### config.mk
export PLATFORM = sky130hd
export DESIGN_NAME = hpq_cell
export DESIGN_NICKNAME = d
export VERILOG_FILES = /design/src/rtl/hpq_pkg.sv /design/src/rtl/hpq_cell.sv
export SDC_FILE = /design/constraint.sdc
export NUM_CORES = 1
export LEC_CHECK = 0
export ABC_CLOCK_PERIOD_IN_PS = 3490
export BUFFER_PORTS_ARGS = -buffer_cell sky130_fd_sc_hd__buf_2
export CAP_MARGIN = 20
export CORE_MARGIN = 1
export CORE_UTILIZATION = 45
export DETAILED_ROUTE_END_ITERATION = 8
export HOLD_SLACK_MARGIN = 0.12
export PLACE_DENSITY = 0.81
export SKIP_LAST_GASP = 1
export SLEW_MARGIN = 20
export SYNTH_ARGS = -nofsm -noshare
export SYNTH_HDL_FRONTEND = slang
export SYNTH_SLANG_ARGS = --single-unit
### constraint.sdc
create_clock -name clk_i -period 3.49 [get_ports clk_i]
set_input_delay 0.698 -clock clk_i [delete_from_list [all_inputs] [get_ports clk_i]]
set_output_delay 0.698 -clock clk_i [all_outputs]
set_load 0.01 [all_outputs]
### src/rtl/hpq_pkg.sv
`default_nettype none
package hpq_pkg;

  localparam int unsigned HEAP_DEPTH_DEFAULT = 128;
  localparam int unsigned VALUE_W            = 32;
  localparam int unsigned STATUS_W           = 2;
  localparam int unsigned COUNT_OUT_W        = 8;

  localparam logic FUNC_INSERT = 1'b0;
  localparam logic FUNC_REMOVE = 1'b1;

  typedef enum logic [STATUS_W-1:0] {
    STATUS_OK    = 2'd0,
    STATUS_EMPTY = 2'd1,
    STATUS_FULL  = 2'd2
  } status_e;

  typedef struct packed {
    logic                      insert_en;
    logic                      remove_en;
    logic signed [VALUE_W-1:0] value;
  } cmd_t;

endpackage
`default_nettype wire

### src/rtl/hpq_cell.sv
`default_nettype none
module hpq_cell (
  input  wire                                 clk_i,
  input  wire hpq_pkg::cmd_t                  cmd_i,
  input  wire                                 occ_i,
  input  wire                                 prev_ge_i,
  input  wire signed [hpq_pkg::VALUE_W-1:0]   prev_val_i,
  input  wire signed [hpq_pkg::VALUE_W-1:0]   next_val_i,
  output logic                                ge_o,
  output logic signed [hpq_pkg::VALUE_W-1:0]  val_o
);

  logic signed [hpq_pkg::VALUE_W-1:0] val_q;
  logic signed [hpq_pkg::VALUE_W-1:0] val_d;

  // keep own entry while it is not below the incoming value
  assign ge_o = occ_i && (val_q >= cmd_i.value);

  always_comb begin
    val_d = val_q;
    if (cmd_i.insert_en) begin
      if (ge_o) begin
        val_d = val_q;
      end else if (prev_ge_i) begin
        val_d = cmd_i.value;
      end else begin
        val_d = prev_val_i;
      end
    end else if (cmd_i.remove_en) begin
      val_d = next_val_i;
    end
  end

  always_ff @(posedge clk_i) begin
    val_q <= val_d;
  end

  assign val_o = val_q;

endmodule
`default_nettype wire
==> summary.md <==
| Metric | Value |
|---|---|
| First-pass GRT wire length | `between 10 and 15 mm` |
| Netlist Area Pre-Place | `2480 um2` |
| Final hold violations | `0` |
| Fillers | `465` |
| CP max FO | `3` |
| CP startpoint | `cmd_i[14]` |
| IO Port Bufs | `133` |
| Clk sinks | `32` |
| Crit path DAT | `2420 ps` |
| Final min period | `approximately 3100 ps` |
| Share of cells above drive strength 1 | `38.5%` |
| Max reg flops | `32` |
| Vias | `2316` |
| Rows | `26` |
| Setup WS post-layout | `375 ps` |
| HPWL after DPL | `4.85 mm` |
| Clock network power share | `29.6%` |
| Avg Synthesized Cell Area | `9.64 um2` |
| Syn nets | `between 300 and 400` |
| Die height | `roughly 76 um` |
| Max VDD drop | `around 0.26 mV` |
| Initial core utilization | `approximately 48%` |
| Post-Synthesis Cells | `257` |
| Max-Cap Viols | `0` |
| Main synth FF type | `edfxtp_1` |
| Slew HR | `between 30% and 40%` |
| Design Power | `1.21 mW` |
| Async SR Flop Fraction | `0%` |
| Hold-fix buffers at CTS | `0` |
| PwrDens | `~360 nW/um2` |
| Worst hold start | `next_val_i[15]` |
| Final Max Slew Viols | `0` |
| RSZ-0062 raised after global routing | `false` |
| Initial antenna violation count | `0` |
| Layout area overhead | `33.9%` |
| CTS tree | `done` |
| Yosys cell types | `33` |
| Most numerous cell in the Yosys netlist | `a21oi_1` |
| Period utilization | `between 80% and 90%` |
| Worst hold path type | `input pin to register` |
| Fin nets | `522` |
| CTS Buf Count | `5` |
| Via density | `around 5.0` |
| Root Driver | `clkbuf_8` |
| Avg WL per Cell | `13.4 um` |
| ANT cells | `0` |
| Initial DRC count | `55` |
| Setup Fix Bufs, Post-CTS | `0` |
| Overflow after GRT | `0` |
| DRT antenna net count | `0` |
| Critical path startpoint category | `input pin` |
| Post-CTS Resized | `0` |
| Fmax | `321 MHz` |
| Drt total wl | `6.17 mm` |
| Lkg Pwr | `1.72 nW` |
| GP Congestion | `0.758` |
| Largest net degree at the start of global routing | `63` |
| Sequential share of power | `around 41%` |
| Placed cell count | `about 450` |
| Yosys warns | `0` |
| NetSw | `0.353 mW` |
| Final std cells w/o fill | `460` |
| Logic pwr share | `29.1%` |
| Hold Crit Depth | `3` |
| Clk Latency, worst-skew pair | `290 ps` |
| Drt first pass iters | `4` |
| Area contributors post-synth | `edfxtp_1 39%, ha_1 16%, mux2i_1 13%` |
| Clk_skew | `8.98 ps` |
| Clock-pin slew on the worst setup and hold paths | `approximately 80 ps` |
| Sw Ratio | `roughly 29%` |
| Sum of negative setup slack | `0 ps` |
| Synth area leader | `edfxtp_1` |
| Worst reg2reg startpoint | `val_o[14]` |
| Final setup fails | `0` |
| Pre-CTS setup slack | `394 ps` |
| Status | `finished clean` |
| Most frequent cells after synthesis | `44 x a21oi_1, 33 x nor2_1` |
| Required @ worst endpoint | `around 2800 ps` |
| H-tree Lvls | `2` |
| Vias in the first global route | `2373` |
| Worst r2r path cells | `8` |
| I/O Pins | `134` |
| Die width | `approximately 76 um` |
| Worst Setup End Kind | `output port` |
| Core area | `about 5200 um2` |
| Worst Tran Pin Value | `962 ps` |
| Clock Tree Buf Depth | `2` |
| Number of enable flip-flop cells after synthesis | `32` |
| Post-synthesis sequential area ratio | `between 30% and 40%` |
| Seq cells post-synth | `32` |
| WS Path Type | `input pin to output port` |
| # DRC | `0` |
| Pint | `0.855 mW` |
| Tot GR Track Use | `roughly 22%` |
| DIE AREA | `5810 um2` |
| Share of the synthesized area in the top cell type | `38.8%` |
==> path summary, 6_finish.rpt <==
kind | end | slack, ps
worst min-delay path | val_o[15] | 730
worst max-delay path | ge_o | 370
worst max register to register | val_o[0] | 940
worst min register to register | val_o[30] | 1360
==> metal layers <==
| layer | part of all wire [%] | vias up | wire [um] | track usage [%] |
|---|---|---|---|---|
| li1 | - | 1192 | - | - |
| met1 | 41 | 1032 | 2550 | 24.6 |
| met2 | 51 | 77 | 3140 | 39.8 |
| met3 | 4.9 | 15 | 305 | 4.31 |
| met4 | 2.9 | 0 | 176 | 10.6 |
| met5 | 0 | - | 0 | 0 |
==> layout by cell type (no fill, tap or decap) <==
master	synthesis	final
a211oi_1	1	1
a211oi_2	2	2
a21o_1	2	2
a21oi_1	44	44
and3_1	1	1
and4_1	2	2
and4_4	1	1
buf_2	3	133
buf_4	0	3
bufinv_16	0	1
clkbuf_1	7	1
clkbuf_8	0	5
clkinv_2	0	1
edfxtp_1	32	32
ha_1	32	32
inv_1	32	32
mux2i_1	32	32
nand2_1	8	8
nand2b_1	1	1
nand3_1	2	2
nand4_1	4	4
nor2_1	33	33
nor2b_1	2	2
nor3_1	1	1
nor3b_1	1	1
nor3b_2	1	1
nor4b_2	1	1
o211ai_1	1	1
o21a_1	1	1
o21ai_0	2	2
o21ai_1	2	2
o2bb2ai_1	1	1
o31ai_1	1	1
o31ai_2	1	1
o32a_2	0	1
or2_1	1	1
==> area by class of cell <==
cell class	instances	area [um2]	share of cell area [%]
multi-input cells	182	1350	40.8
flip-flops and latches	32	961	29.0
repair buffers	136	688	20.7
inverters	32	120	3.62
well taps	70	87.6	2.64
clock buffers	6	72.6	2.19
clock inverters	2	35.0	1.06
==> cells by family after synthesis <==
logic type                 share of synthesized area (%)
DFF                                                 38.8
muxes                                               12.9
adders and majority gates                           16.2
AOI/OAI and AO/OA                                   13.8
buffers and inverters                               6.67
and+or+nand+nor                                     11.7
==> per-stage QoR <==
stage | utilization [%] | hold slack [ps] | instance area (um2)
finish | 63.7 | 725 | 3320
global placement | 61.7 | 1010 | 3210
detailed placement | 61.7 | 1020 | 3210
global route | 63.7 | 731 | 3320
CTS | 63.7 | 718 | 3320
floorplan | - | 924 | 2480
==> worst max-delay path, stage by stage <==
cell,delay (ps)
buf_2,90
inv_1,40
ha_1,330
and4_4,230
a211oi_2,210
o21ai_1,90
o31ai_1,280
nor3b_2,240
nor3b_1,70
buf_2,140
==> power by group through the flow <==
stage	sequential, mW	clock [mW]	combinational (mW)
3_3_place_gp	0.506	0	0.341
2_1_floorplan	0.528	0	0.181
6_report	0.500	0.358	0.351
4_1_cts	0.500	0.363	0.354
5_1_grt	0.505	0.380	0.396
3_5_place_dp	0.508	0	0.351
Power figures use the tool's default switching activity.
